File: config.mk
export PLATFORM = sky130hd
export DESIGN_NAME = piecewise_linear_gray_stretch
export DESIGN_NICKNAME = d
export VERILOG_FILES = /design/src/design/pwls_pkg.sv /design/src/design/pwls_seg_select.sv /design/src/design/pwls_divider.sv /design/src/design/piecewise_linear_gray_stretch.sv
export SDC_FILE = /design/constraint.sdc
export NUM_CORES = 1
export LEC_CHECK = 0
export BUFFER_PORTS_ARGS = -buffer_cell sky130_fd_sc_hd__buf_2
export CAP_MARGIN = 20
export CORE_MARGIN = 3
export CORE_UTILIZATION = 55
export CTS_CLUSTER_DIAMETER = 100
export DETAILED_ROUTE_END_ITERATION = 8
export HOLD_SLACK_MARGIN = 0.06
export PLACE_DENSITY = 0.76
export SKIP_CTS_REPAIR_TIMING = 1
export SLEW_MARGIN = 20
export SYNTH_ARGS = -nofsm -noshare
export SYNTH_HDL_FRONTEND = slang
export SYNTH_HIERARCHICAL = 1
export SYNTH_SLANG_ARGS = --single-unit
File: constraint.sdc
create_clock -name clk -period 7.4 [get_ports clk]
set_input_delay 0.74 -clock clk [delete_from_list [all_inputs] [get_ports clk]]
set_output_delay 0.74 -clock clk [all_outputs]
set_load 0.02 [all_outputs]
File: src/design/pwls_pkg.sv
// ----------------------------------------------------------------------------
// pwls_pkg: shared types and constants of the piecewise linear gray stretch.
// Holds the pixel and arithmetic widths, register indexes, reset values of
// the knee registers and the structs passed between pipeline sections.
// ----------------------------------------------------------------------------
package pwls_pkg;

	localparam int PIX_W     = 8;
	localparam int CNT_W     = 2;
	localparam int CFG_IDX_W = 3;

	// Rounded scale: numerator 2*dy*off + w, denominator 2*w.
	localparam int NUM_W = 2 * PIX_W + 1;
	localparam int DEN_W = PIX_W + 1;
	localparam int Q_W   = PIX_W;

	// Divider pipeline: quotient bits resolved per stage and stage count.
	localparam int DIV_BITS   = 2;
	localparam int DIV_STAGES = Q_W / DIV_BITS;

	localparam logic [PIX_W-1:0] FULL_SCALE = 8'd255;

	// Register indexes; knee k uses CFG_KNEE_BASE + 2k (input) and + 2k + 1 (output).
	localparam logic [CFG_IDX_W-1:0] CFG_KNEE_COUNT = 3'd0;
	localparam int                   CFG_KNEE_BASE  = 1;

	localparam logic [CNT_W-1:0] KNEE_COUNT_RST = 2'd2;
	localparam logic [PIX_W-1:0] KNEE_IN_RST  [3] = '{8'd76, 8'd178, 8'd255};
	localparam logic [PIX_W-1:0] KNEE_OUT_RST [3] = '{8'd38, 8'd216, 8'd255};

	// Selected segment of one pixel.
	typedef struct packed {
		logic [PIX_W-1:0] off;
		logic [PIX_W-1:0] w;
		logic [PIX_W-1:0] dy;
		logic [PIX_W-1:0] y0;
		logic             neg;
	} seg_t;

	// Fields that ride alongside the divider.
	typedef struct packed {
		logic [PIX_W-1:0] y0;
		logic             neg;
	} side_t;

endpackage

File: src/design/pwls_seg_select.sv
// ----------------------------------------------------------------------------
// pwls_seg_select: first pipeline stage of the gray stretch.
// Builds the monotone knee list and registers the segment that holds the
// pixel: offset into the segment, its width, rise and lower output level.
// ----------------------------------------------------------------------------
module pwls_seg_select import pwls_pkg::*; #(
	parameter int MAX_KNEES = 3
) (
	input  logic             clk,
	input  logic             arst_n,
	input  logic             in_valid,
	output logic             in_ready,
	input  logic [PIX_W-1:0] pixel,
	input  logic [CNT_W-1:0] knee_cnt,
	input  logic [PIX_W-1:0] knee_in  [MAX_KNEES],
	input  logic [PIX_W-1:0] knee_out [MAX_KNEES],
	output logic             out_valid,
	input  logic             out_ready,
	output seg_t             seg
);

	logic [PIX_W-1:0] bx [MAX_KNEES+1];
	logic [PIX_W-1:0] by [MAX_KNEES+1];
	logic [PIX_W-1:0] lx [MAX_KNEES+1];
	logic [PIX_W-1:0] ly [MAX_KNEES+1];
	seg_t             seg_nxt;
	seg_t             seg_s1;
	logic             v_s1;

	// Upper knees: inputs raised to a running maximum, unused knees at full scale.
	for (genvar k = 0; k < MAX_KNEES; k++) begin : g_knee
		logic [PIX_W-1:0] prev_x;
		if (k == 0) begin : g_first
			assign prev_x = '0;
		end else begin : g_rest
			assign prev_x = bx[k-1];
		end
		always_comb begin
			if (k < int'(knee_cnt)) begin
				bx[k] = (knee_in[k] < prev_x) ? prev_x : knee_in[k];
				by[k] = knee_out[k];
			end else begin
				bx[k] = FULL_SCALE;
				by[k] = FULL_SCALE;
			end
		end
	end
	assign bx[MAX_KNEES] = FULL_SCALE;
	assign by[MAX_KNEES] = FULL_SCALE;

	// Lower knee of each segment is the upper knee of the one before it.
	for (genvar k = 0; k <= MAX_KNEES; k++) begin : g_low
		if (k == 0) begin : g_origin
			assign lx[k] = '0;
			assign ly[k] = '0;
		end else begin : g_prev
			assign lx[k] = bx[k-1];
			assign ly[k] = by[k-1];
		end
	end

	// Pick the first segment whose upper knee lies above the pixel.
	always_comb begin
		logic found;
		found       = 1'b0;
		seg_nxt.off = '0;
		seg_nxt.w   = 8'd1;
		seg_nxt.dy  = '0;
		seg_nxt.y0  = FULL_SCALE;
		seg_nxt.neg = 1'b0;
		for (int k = 0; k <= MAX_KNEES; k++) begin
			if (!found && bx[k] > pixel) begin
				found       = 1'b1;
				seg_nxt.off = pixel - lx[k];
				seg_nxt.w   = bx[k] - lx[k];
				seg_nxt.y0  = ly[k];
				seg_nxt.neg = by[k] < ly[k];
				seg_nxt.dy  = (by[k] < ly[k]) ? (ly[k] - by[k]) : (by[k] - ly[k]);
			end
		end
	end

	assign in_ready = !v_s1 || out_ready;

	// Stage register: valid is control, the segment is payload.
	always_ff @(posedge clk or negedge arst_n) begin
		if (!arst_n) begin
			v_s1 <= 1'b0;
		end else if (in_ready) begin
			v_s1 <= in_valid;
		end
	end

	always_ff @(posedge clk) begin
		if (in_ready && in_valid) begin
			seg_s1 <= seg_nxt;
		end
	end

	assign out_valid = v_s1;
	assign seg       = seg_s1;

endmodule

File: src/design/pwls_divider.sv
// ----------------------------------------------------------------------------
// pwls_divider: pipelined restoring divider of the gray stretch.
// Resolves DIV_BITS quotient bits per stage over DIV_STAGES stages; the
// quotient is known to fit Q_W bits. Side fields travel with each word.
// ----------------------------------------------------------------------------
module pwls_divider import pwls_pkg::*; (
	input  logic             clk,
	input  logic             arst_n,
	input  logic             in_valid,
	output logic             in_ready,
	input  logic [NUM_W-1:0] num,
	input  logic [DEN_W-1:0] den,
	input  side_t            side_in,
	output logic             out_valid,
	input  logic             out_ready,
	output logic [Q_W-1:0]   quot,
	output side_t            side_out
);

	logic             v_sd    [DIV_STAGES];
	logic [NUM_W-1:0] rem_sd  [DIV_STAGES];
	logic [DEN_W-1:0] den_sd  [DIV_STAGES];
	logic [Q_W-1:0]   q_sd    [DIV_STAGES];
	side_t            side_sd [DIV_STAGES];
	logic             adv     [DIV_STAGES];

	for (genvar j = 0; j < DIV_STAGES; j++) begin : g_stage
		logic             src_v;
		logic [NUM_W-1:0] src_rem;
		logic [DEN_W-1:0] src_den;
		logic [Q_W-1:0]   src_q;
		side_t            src_side;
		logic [NUM_W-1:0] nxt_rem;
		logic [Q_W-1:0]   nxt_q;

		if (j == 0) begin : g_head
			assign src_v    = in_valid;
			assign src_rem  = num;
			assign src_den  = den;
			assign src_q    = '0;
			assign src_side = side_in;
		end else begin : g_body
			assign src_v    = v_sd[j-1];
			assign src_rem  = rem_sd[j-1];
			assign src_den  = den_sd[j-1];
			assign src_q    = q_sd[j-1];
			assign src_side = side_sd[j-1];
		end

		// A stage moves when it is empty or the next one moves.
		if (j == DIV_STAGES - 1) begin : g_tail
			assign adv[j] = !v_sd[j] || out_ready;
		end else begin : g_mid
			assign adv[j] = !v_sd[j] || adv[j+1];
		end

		// Compare and subtract the shifted divisor, one quotient bit a step.
		always_comb begin
			logic [NUM_W-1:0] d;
			nxt_rem = src_rem;
			nxt_q   = src_q;
			for (int t = 0; t < DIV_BITS; t++) begin
				d = {{(NUM_W-DEN_W){1'b0}}, src_den} << (Q_W - 1 - j * DIV_BITS - t);
				if (nxt_rem >= d) begin
					nxt_rem = nxt_rem - d;
					nxt_q[Q_W-1-j*DIV_BITS-t] = 1'b1;
				end
			end
		end

		always_ff @(posedge clk or negedge arst_n) begin
			if (!arst_n) begin
				v_sd[j] <= 1'b0;
			end else if (adv[j]) begin
				v_sd[j] <= src_v;
			end
		end

		always_ff @(posedge clk) begin
			if (adv[j] && src_v) begin
				rem_sd[j]  <= nxt_rem;
				den_sd[j]  <= src_den;
				q_sd[j]    <= nxt_q;
				side_sd[j] <= src_side;
			end
		end
	end

	assign in_ready  = adv[0];
	assign out_valid = v_sd[DIV_STAGES-1];
	assign quot      = q_sd[DIV_STAGES-1];
	assign side_out  = side_sd[DIV_STAGES-1];

endmodule

File: src/design/piecewise_linear_gray_stretch.sv
// ----------------------------------------------------------------------------
// piecewise_linear_gray_stretch: maps 8-bit gray pixels through a curve from
// (0,0) over up to three knee points to (255,255), rounding half away.
// ----------------------------------------------------------------------------
// Usage:
//   Pixels enter on in_valid/in_stall/pixel_in; one word is taken at each edge
//   with in_valid high and in_stall low. Mapped pixels leave on
//   out_valid/out_stall/pixel_out under the same rule.
//   Knee registers are written over cfg_valid/cfg_ready/cfg_index/cfg_data;
//   cfg_ready is always high. Index 0 is the knee count, then input and output
//   level of each knee in turn. Write them only while no pixel is in flight.
//   The pipeline runs through segment select, multiply, four divider stages of two
//   quotient bits each, and the output add. One pixel per cycle is sustained
//   while the receiver does not stall.
//   Reset empties the pipeline and loads the default curve (two knees at
//   (76,38) and (178,216)). When the receiver stalls, each stage holds its
//   word and empty stages keep filling, so input is taken until all seven
//   stages are full; then in_stall follows out_stall.
// ----------------------------------------------------------------------------
module piecewise_linear_gray_stretch import pwls_pkg::*; #(
	parameter int MAX_KNEES = 3
) (
	input  logic                 clk,
	input  logic                 arst_n,
	input  logic                 cfg_valid,
	output logic                 cfg_ready,
	input  logic [CFG_IDX_W-1:0] cfg_index,
	input  logic [PIX_W-1:0]     cfg_data,
	input  logic                 in_valid,
	output logic                 in_stall,
	input  logic [PIX_W-1:0]     pixel_in,
	output logic                 out_valid,
	input  logic                 out_stall,
	output logic [PIX_W-1:0]     pixel_out
);

	logic [CNT_W-1:0] knee_count_q;
	logic [PIX_W-1:0] knee_in_q  [MAX_KNEES];
	logic [PIX_W-1:0] knee_out_q [MAX_KNEES];
	logic [CNT_W-1:0] knee_cnt;

	logic             seg_in_ready;
	logic             seg_valid;
	seg_t             seg;

	logic             v_s2;
	logic             adv_s2;
	logic [NUM_W-1:0] num_s2;
	logic [DEN_W-1:0] den_s2;
	side_t            side_s2;

	logic             div_in_ready;
	logic             div_valid;
	logic [Q_W-1:0]   div_quot;
	side_t            div_side;

	logic             v_q;
	logic             adv_out;
	logic [PIX_W-1:0] pix_q;

	// Configuration registers; unknown indexes are ignored.
	assign cfg_ready = 1'b1;

	always_ff @(posedge clk or negedge arst_n) begin
		if (!arst_n) begin
			knee_count_q <= KNEE_COUNT_RST;
			for (int k = 0; k < MAX_KNEES; k++) begin
				knee_in_q[k]  <= KNEE_IN_RST[k];
				knee_out_q[k] <= KNEE_OUT_RST[k];
			end
		end else if (cfg_valid && cfg_ready) begin
			if (cfg_index == CFG_KNEE_COUNT) begin
				knee_count_q <= cfg_data[CNT_W-1:0];
			end
			for (int k = 0; k < MAX_KNEES; k++) begin
				if (cfg_index == CFG_IDX_W'(CFG_KNEE_BASE + 2 * k)) begin
					knee_in_q[k] <= cfg_data;
				end
				if (cfg_index == CFG_IDX_W'(CFG_KNEE_BASE + 2 * k + 1)) begin
					knee_out_q[k] <= cfg_data;
				end
			end
		end
	end

	// A knee count above the supported number uses all supported knees.
	assign knee_cnt = (int'(knee_count_q) > MAX_KNEES) ? CNT_W'(MAX_KNEES) : knee_count_q;

	// Stage 1: segment select.
	pwls_seg_select #(
		.MAX_KNEES (MAX_KNEES)
	) u_seg (
		.clk       (clk),
		.arst_n    (arst_n),
		.in_valid  (in_valid),
		.in_ready  (seg_in_ready),
		.pixel     (pixel_in),
		.knee_cnt  (knee_cnt),
		.knee_in   (knee_in_q),
		.knee_out  (knee_out_q),
		.out_valid (seg_valid),
		.out_ready (adv_s2),
		.seg       (seg)
	);

	assign in_stall = !seg_in_ready;

	// Stage 2: scaled offset with rounding term, 2*dy*off + w over 2*w.
	assign adv_s2 = !v_s2 || div_in_ready;

	always_ff @(posedge clk or negedge arst_n) begin
		if (!arst_n) begin
			v_s2 <= 1'b0;
		end else if (adv_s2) begin
			v_s2 <= seg_valid;
		end
	end

	always_ff @(posedge clk) begin
		if (adv_s2 && seg_valid) begin
			num_s2       <= {(2 * PIX_W)'(seg.dy) * (2 * PIX_W)'(seg.off), 1'b0} +
				NUM_W'(seg.w);
			den_s2       <= {seg.w, 1'b0};
			side_s2.y0   <= seg.y0;
			side_s2.neg  <= seg.neg;
		end
	end

	// Stages 3 to 6: rounded quotient.
	pwls_divider u_div (
		.clk       (clk),
		.arst_n    (arst_n),
		.in_valid  (v_s2),
		.in_ready  (div_in_ready),
		.num       (num_s2),
		.den       (den_s2),
		.side_in   (side_s2),
		.out_valid (div_valid),
		.out_ready (adv_out),
		.quot      (div_quot),
		.side_out  (div_side)
	);

	// Stage 7: lower knee level plus or minus the quotient, held for the receiver.
	assign adv_out = !v_q || !out_stall;

	always_ff @(posedge clk or negedge arst_n) begin
		if (!arst_n) begin
			v_q <= 1'b0;
		end else if (adv_out) begin
			v_q <= div_valid;
		end
	end

	always_ff @(posedge clk) begin
		if (adv_out && div_valid) begin
			pix_q <= div_side.neg ? (div_side.y0 - div_quot) : (div_side.y0 + div_quot);
		end
	end

	assign out_valid = v_q;
	assign pixel_out = pix_q;

	// The selected segment always has positive width and holds the pixel.
	a_seg_width: assert property (@(posedge clk) disable iff (!arst_n)
		seg_valid |-> (seg.w != '0) && (seg.off < seg.w))
		else $error("segment width zero or offset outside segment");

	// The quotient fits eight bits, so the divider never overflows.
	a_quot_fits: assert property (@(posedge clk) disable iff (!arst_n)
		v_s2 |-> (num_s2 < ({{(NUM_W-DEN_W){1'b0}}, den_s2} << Q_W)))
		else $error("numerator too large for an 8-bit quotient");

	// With the receiver taking words, no stage holds back the input.
	a_no_stall: assert property (@(posedge clk) disable iff (!arst_n)
		!out_stall |-> !in_stall)
		else $error("input stalled while the output is free");

endmodule

After elaboration in Yosys (flattened, before gate mapping)
Memory sizes are Yosys's and may differ from the RTL's. Index checks and enable logic that the tools add are counted.

Memories kept: 4. Register bits after elaboration: 132. Word-level logic and storage cells: 163. Memory bits (writable): 172. Input port bits: 24. Output and inout port bits: 11.

Reductions and logical operators: 37. Multiply operators: 1. Muxes and demuxes: 45. Eq/ne operators: 6. Order comparisons: 22. $add $sub $neg: 24.

Memory list: u_div.rem_sd (depth 4, width 17, rd ports 3, clocked after memory_dff 0, write ports 4, line pwls_divider.sv:21) `logic [NUM_W-1:0] rem_sd [DIV_STAGES];`; u_div.den_sd (depth 4, width 9, rd ports 3, clocked after memory_dff 0, write ports 4, line pwls_divider.sv:22) `logic [DEN_W-1:0] den_sd [DIV_STAGES];`; u_div.side_sd (depth 4, width 9, rd ports 4, clocked after memory_dff 0, write ports 4, line pwls_divider.sv:24) `side_t side_sd [DIV_STAGES];`; u_div.q_sd (depth 4, width 8, rd ports 4, clocked after memory_dff 0, write ports 4, line pwls_divider.sv:23) `logic [Q_W-1:0] q_sd [DIV_STAGES];`.

Operator list (number): $mux 17 (8); $mux 33 (4); $mux 8 (14); $sub 8x8->8 (10); $lt 8x8->1 (4); $gt 8x8->1 (3); $mux 1 (19); $add 17x8->17 (1); $ge 17x10->1 (1); $ge 17x11->1 (1); $ge 17x12->1 (1); $ge 17x13->1 (1); $ge 17x14->1 (1); $ge 17x15->1 (1); $ge 17x16->1 (1); $ge 17x9->1 (1); $sub 17x10->17 (1); $sub 17x11->17 (1); $sub 17x12->17 (1); $sub 17x13->17 (1); $sub 17x14->17 (1); $sub 17x15->17 (1); $sub 17x16->17 (1); $sub 17x9->17 (1); other kinds (18) (56).

Logic depth before layout (Yosys ltp)
Gate-level depths: netlist of the first run.

Depth in word-level cells: 15. Mapped depth: 36. Mapped depth without buffers: 31.

By module
The synthesis of the first run kept the hierarchy.

Modules (own cells, without submodules): pwls_divider (cells an instance 785, instances 1, area each 8727.1 µm², sequential area each 4124.0 µm²); piecewise_linear_gray_stretch (cells an instance 522, instances 1, area each 6246.0 µm², sequential area each 2571.2 µm²); pwls_seg_select (cells an instance 615, instances 1, area each 5221.3 µm², sequential area each 1016.0 µm²).

Least setup slack after synthesis of the first run
OpenSTA, ideal clock, no wires.

Path type: register to register. Start point: reg knee_count_q[0] (netlist: knee_cnt[0]). End point: reg u_seg.seg_s1, in the netlist u_seg/seg[13], data pin. Stages on the path, launching flop included: 35. Path slack: 0.536 ns. Buffers on the path: 5. Data required time: 7.145 ns. Arrival time: 6.609 ns. Period minus slack after synthesis: 6.864 ns. Library setup time: 0.255 ns. Cell sequence: dfrtp_1 buf_6 nor2_2 clkbuf_1 or2_2 inv_1 ha_1 a21oi_1 o21ai_0 a311o_1 a21oi_4 mux2i_1 nand2_1 inv_1 ha_1 a21o_1 a21o_1 a21oi_1 nand2_4 buf_6 o211ai_4 ha_1 inv_1 fa_1 a21o_1 a21oi_1 o21ai_1 a21o_1 a21oi_1 or4_1 clkbuf_1 clkbuf_1 o221ai_1 a21oi_1 nor2_1.

RTL lines: from (decl) (line piecewise_linear_gray_stretch.sv:37) `logic [CNT_W-1:0] knee_count_q;`; from (signal assigned) (line piecewise_linear_gray_stretch.sv:73) `knee_count_q <= cfg_data[CNT_W-1:0];`; to (signal assigned) (line pwls_seg_select.sv:96) `seg_s1 <= seg_nxt;`; to (decl) (line pwls_seg_select.sv:27) `seg_t seg_s1;`.

==> reports/metrics.yaml, run 1 <==
grt_max_degree: 58
antenna_found_initial: 0
finalSetupViolCount: 0
layout_worst_path_cycle_share_pct: 94.9
vias: 14644
final_cell_mix: "208 x edfxtp_1, 203 x ha_1, 178 x inv_1, 122 x a21oi_1, 110 x nor2_1"
synth_top_area_share_pct: 30.9
fill_cells: 2873
finalHoldViolCount: 0
io_pins: 35
clkSinkCount: 265
synth_async_sr_flop_share_pct: 21.5
worst-path-buf-inv: 5
diodes: 0
tightest_slew_ns: 0.899
clock_latency_ns: 0.56
ys_warn_count: 6
final_core_util_pct: 61.1
cp-end-kind: "register"
gp_congestion: 0.930
cts_made_buffers: 29
slew_viol_final: 0
drive_above_1_share_pct: 14.3
critPathArrivalTime_ns: 7.43
grt.total_usage_pct: 22.9
crit_path_max_fanout: 15
syn_inst: 1922
path_common_cell: "a21o_1"
fp-row-count: 69
r2r_start: "knee_cnt[1]$_DFFE_PN1P_"
die_h_um: 198
path_clk_slew_ns: 0.06
cp.required_ns: 7.80
final_nets: 2256
ant_nets: 0
dp_hpwl_um: 34700
routed_wl_um: 44200
viasPerCell: 5.96
cts_max_path_buffers: 3
synth_seq_cells: 265
syn_avg_cell_area_um2: 10.5
hold_class: "input pin to async pin"
timing.fmax_mhz: 142
status: "finished, final reports clean"
drt_iter0_drc: 828
cts-root-buf: "clkbuf_16"
grt_pass1_wl_um: 73400
max-slew-margin-rel_pct: 40.0
maxCapViolCount: 0
wl_per_cell_um: 18.0
r2r_slack_ns: 0.38
cts_tree: "done"
io_buffers: 33
die_width_um: 198
syn_to_final_growth_pct: 8.72
yosys.cell_types.count: 104
post-route-min-period_ns: 7.02
synth_top_area_cell: "edfxtp_1"
grt_overflow: 0
ys_seq_area_share_pct: 38.2
start_kind: "register"
synth-main-ff-cell: "edfxtp_1"
start_util_pct: 56.2
critPathTopFamily: "compound AO/OA/AOI/OAI gates"
cpMaxStageDelayCell: "dfstp_2"
synth_edf_count: 208
drc: 0
final_common_cell: "edfxtp_1"
cpPeakStageDelay_ns: 0.54
synth_area_um2: 20200
setup_tns_ns: 0
die_area_um2: 39100
critPathLaunch: "knee_cnt[1]$_DFFE_PN1P_"
core_um2: 35900
fin_worst_skew_ns: 0.0108
drt_pass1_iterations: 5
synth_area_leaders: "edfxtp_1 31%, ha_1 13%, fa_1 5.4%, mux2_2 4.3%, dfstp_2 4.0%"
htree_levels: 1
grt_pass1_vias: 15082
worstSetupPathType: "register to register"
==> layout make-up <==
cell class | count | area [µm²] | share of cell area (%)
clock buffers | 35 | 748 | 3.41
clock inverters | 18 | 159 | 0.724
inverters | 183 | 687 | 3.13
multi-input cells | 1438 | 11700 | 53.3
flip-flops and latches | 265 | 7710 | 35.1
well taps | 461 | 577 | 2.63
repair buffers | 58 | 367 | 1.67
==> metrics by stage <==
step | setup slack (ns) | cell area, µm² | hold WS, ns | cells
2_1_floorplan | 0.536 | 20200 | 0.400 | 1924
3_3_place_gp | 0.327 | 20900 | 0.400 | 2399
3_5_place_dp | -0.0149 | 20900 | 0.405 | 2399
4_1_cts | -0.0507 | 21800 | 0.323 | 2452
5_1_grt | -0.0290 | 22000 | 0.365 | 2458
6_report | 0.376 | 22000 | 0.301 | 2458
==> registers in the layout (all words and copies together), names as in the netlist <==
signal,cells
u_div/den_sd,27
u_seg/out_valid,1
u_div/rem_sd,51
u_seg/seg,33
u_div/q_sd,20
num_s2,17
u_div/g_stage.src_v,3
den_s2,7
out_valid,1
pixel_out,8
v_s2,1
knee_cnt,2
u_div/side_sd,36
u_div/out_valid,1
knee_in_q,24
side_s2,9
knee_out_q,24
==> final timing paths <==
| check | to | cells after the start |
|---|---|---|
| setup / recovery | u_seg/seg[24]$_DFFE_PP_ | 31 |
| min in group clk | u_seg/out_valid$_DFFE_PN0N_ | 2 |
| max in group asynchronous | knee_cnt[0]$_DFFE_PN0P_ | 2 |
| hold / removal | knee_in_q[20]$_DFFE_PN0P_ | 2 |
| hold reg to reg | u_div/q_sd[3][5]$_DFFE_PP_ | 0 |
| setup reg to reg | u_seg/seg[24]$_DFFE_PP_ | 31 |
==> logic make-up after synthesis <==
logic type / Yosys count / share of synthesized area (%)
flip-flops: 265 / 38.2
buffers and inverters: 221 / 4.34
multiplexers: 120 / 6.67
XOR/XNOR: 111 / 4.85
adder cells (fa/ha/maj): 258 / 18.0
other: 2 / 0.0372
AO/OA/AOI/OAI: 442 / 14.8
AND/OR/NAND/NOR: 503 / 13.2
==> Yosys cell counts, drive strengths merged, types with 8 or more instances <==
library cell	number
edfxtp	208
ha	203
inv	183
a21oi	128
nor2	114
nand2	104
mux2	92
o21ai	89
xnor2	76
and2	69
fa	54
a21o	51
nand2b	41
xor2	35
nand3	34
nor2b	32
dfstp	31
clkbuf	28
mux2i	28
nor3	28
dfrtp	26
o21a	24
o211ai	16
or2	15
a211oi	14
a31oi	14
nand4	14
o22ai	12
buf	10
or4	10
o221ai	9
o31ai	9
a2111oi	8
==> per-layer routing <==
layer  up-vias  wire (µm)  global-route usage [%]  part of all wire, %
li1       7067          -                       -                    -
met1      7088      19000                    29.3                   43
met2       384      21700                    40.4                   49
met3       105       2010                    2.47                  4.5
met4         0       1510                    8.31                  3.4
met5         -          0                       0                    0
Power of run 1 is not shown: default switching activity piles up to over one toggle a cycle in this logic, so the estimate is an artifact.
==> run 2, diff against run 1 <==
Settings changed: CTS_BUF_LIST from default to sky130_fd_sc_hd__clkbuf_8 sky130_fd_sc_hd__clkbuf_16, SYNTH_HIERARCHICAL 1 to default.
==> reports/metrics.yaml, run 2 <==
htree_levels: 1  # unchanged
io_buffers: 33  # unchanged
syn_inst: 1849  # -3.8%
status: "finished, final reports clean"
grt_max_degree: 58  # unchanged
grt.total_usage_pct: 23.6  # +0.77 points
grt_pass1_vias: 14160  # -6.1%
synth-main-ff-cell: "edfxtp_1"
synth_async_sr_flop_share_pct: 22.0  # +0.50 points
routed_wl_um: 43700  # -1.2%
drt_pass1_iterations: 5  # unchanged
top_usage_layer: "met2"
gp_congestion: 0.970  # +4.2%
diodes: 0  # unchanged
synth_top_area_cell: "edfxtp_1"
post-route-min-period_ns: 6.95  # -0.0756 ns
critPathLaunch: "knee_cnt[0]$_DFFE_PN0P_"
grt_use_met3_pct: 2.93  # +0.46 points
r2r_start: "knee_cnt[0]$_DFFE_PN0P_"
io_pins: 35  # unchanged
cp.required_ns: 7.69  # -0.11 ns
fill_cells: 2750  # -4.3%
grtUsageMet1_pct: 30.7  # +1.5 points
cts_made_buffers: 28  # -3.4%
wl_per_cell_um: 18.4  # +2.5%
ys_top_cells_by_count: "202 x edfxtp_1, 197 x inv_1, 196 x ha_1"
synth_area_um2: 19200  # -4.8%
critPathArrivalTime_ns: 7.24  # -0.19 ns
cts-root-buf: "clkbuf_16"
r2r_slack_ns: 0.45  # +0.08 ns
syn_avg_cell_area_um2: 10.4  # -1.0%
synth.most_common_cell: "edfxtp_1"
worstSetupPathType: "register to register"
rsz0062_at_grt: "no"
dp_hpwl_um: 34000  # -2.1%
fin_worst_skew_ns: 0.0110  # +0.000180 ns
synth_top_area_share_pct: 31.5  # +0.61 points
path_clk_slew_ns: 0.07  # about the same
synth_seq_cells: 259  # -2.3%
path_common_cell: "ha_1"
die_width_um: 193  # -2.3%
rr_worst_depth: 27  # -13%
final_nets: 2173  # -3.7%
setup_tns_ns: 0  # unchanged
cpPeakStageDelay_ns: 0.48  # -0.06 ns
vias: 14155  # -3.3%
final_cell_mix: "202 x edfxtp_1, 199 x inv_1, 196 x ha_1, 130 x nand2_1, 119 x nor2_1"
synth_area_leaders: "edfxtp_1 32%, ha_1 13%, fa_1 5.6%, mux2_2 4.3%, dfstp_2 4.2%"
worst-path-buf-inv: 2  # -3
drc: 0  # unchanged
rr_endpoint: "u_seg.seg[13]$_DFFE_PP_"
grt_pass1_wl_um: 70800  # -3.5%
cts_tree: "done"
ant_nets: 0  # unchanged
largest_register: "u_div.rem_sd"
maxCapViolCount: 0  # unchanged
cpMaxStageDelayCell: "dfrtp_1"
finalHoldViolCount: 0  # unchanged
final_common_cell: "edfxtp_1"
path_depth: 27  # -13%
critPathTopFamily: "compound AO/OA/AOI/OAI gates"
die_h_um: 193  # -2.3%
fp-row-count: 67  # -2.9%
cp-end-kind: "register"
start_kind: "register"
slew_viol_final: 0  # unchanged
drt_iter0_drc: 1078  # +30%
clkSinkCount: 259  # -2.3%
synth_edf_count: 202  # -2.9%
largest_reg_flops: 51  # unchanged
start_util_pct: 56.5  # +0.27 points
cts_max_path_buffers: 3  # unchanged
core_um2: 34000  # -5.2%
layout_worst_path_cycle_share_pct: 93.9  # -1.0 points
tightest_slew_ns: 0.950  # +0.0507 ns
finalSetupViolCount: 0  # unchanged
die_area_um2: 37200  # -4.6%
syn_to_final_growth_pct: 8.93
met2_usage_pct: 41.0  # +0.57 points
clock_latency_ns: 0.57  # about the same
max-slew-margin-rel_pct: 36.7  # -3.4 points
timing.fmax_mhz: 144  # +1.1%
crit_path_max_fanout: 13  # -2
drive_above_1_share_pct: 12.8  # -1.5 points
synth_nets: 2123
yosys.cell_types.count: 90  # -13%
ys_warn_count: 0  # -6
viasPerCell: 5.98  # +0.29%
antenna_found_initial: 0  # unchanged
grt_overflow: 0  # unchanged
ys_seq_area_share_pct: 39.2  # +0.98 points
hold_class: "input pin to async pin"
-- run 2: cell count changes after synthesis, sizes merged, moves of 9 or more --
cell | before | now
a21oi | 128 | 91
nand2 | 104 | 130
and2 | 69 | 46
mux2 | 92 | 74
o21ai | 89 | 107
inv | 183 | 197
nand3 | 34 | 20
a21o | 51 | 40
a22oi | 2 | 12
nor2 | 114 | 123
-- run 2: area by class of cell --
cell class / instances / area (µm²) / area share, %
Clock buffer: 28 / 701 / 3.34
Clock inverter: 24 / 258 / 1.23
Inverter: 197 / 739 / 3.53
Multi-Input combinational cell: 1359 / 10800 / 51.7
Sequential cell: 259 / 7530 / 36.0
Tap cell: 448 / 561 / 2.68
Timing Repair Buffer: 54 / 323 / 1.54
-- run 2: how the worst max path moves through the flow --
stage          slack, ns                      end
6_report            0.45  u_seg.seg[13]$_DFFE_PP_
5_1_grt             0.03  u_seg.seg[15]$_DFFE_PP_
4_1_cts             0.47  u_seg.seg[12]$_DFFE_PP_
3_5_place_dp        0.54  u_seg.seg[12]$_DFFE_PP_
3_3_place_gp        0.83  u_seg.seg[17]$_DFFE_PP_
2_1_floorplan       0.74   u_seg.seg[2]$_DFFE_PP_
-- run 2: metrics by stage --
stage	setup slack (ns)	instance area (µm²)	util (%)	hold slack (ns)	cells
after floorplan	0.736	19200	-	0.400	1849
after global placement	0.834	20000	58.7	0.402	2317
after detailed placement	0.537	20000	58.7	0.405	2317
after CTS	0.468	20900	61.5	0.319	2369
after global routing	0.0319	20900	61.5	0.367	2369
final	0.451	20900	61.5	0.307	2369
-- run 2: cell families after synthesis --
| group | Yosys count | share of synthesized area (%) |
|---|---|---|
| multiplexers | 101 | 5.76 |
| adder cells (fa/ha/maj) | 251 | 18.4 |
| AO/OA/AOI/OAI | 412 | 14.3 |
| XOR/XNOR | 110 | 5.01 |
| AND/OR/NAND/NOR | 484 | 12.6 |
| other | 1 | 0.0195 |
| flip-flops | 259 | 39.2 |
| buffers and inverters | 231 | 4.68 |
-- run 2: worst register-to-register path: cells and delay by family (launching register included) --
kind / cells / cell delay, ns
AOI/OAI and AO/OA: 13 / 3.14
and+or+nand+nor: 7 / 1.33
adders and majority gates: 4 / 1.22
DFF: 1 / 0.48
muxes: 1 / 0.25
buffers and inverters: 2 / 0.24
-- run 2: layer usage --
layer  part of all wire, %  vias to the layer above
li1                      -                     6752
met1                    42                     6879
met5                     0                        -
met3                   5.6                      104
met2                    48                      420
met4                   3.7                        0
Power of run 2 is left out for the same reason.
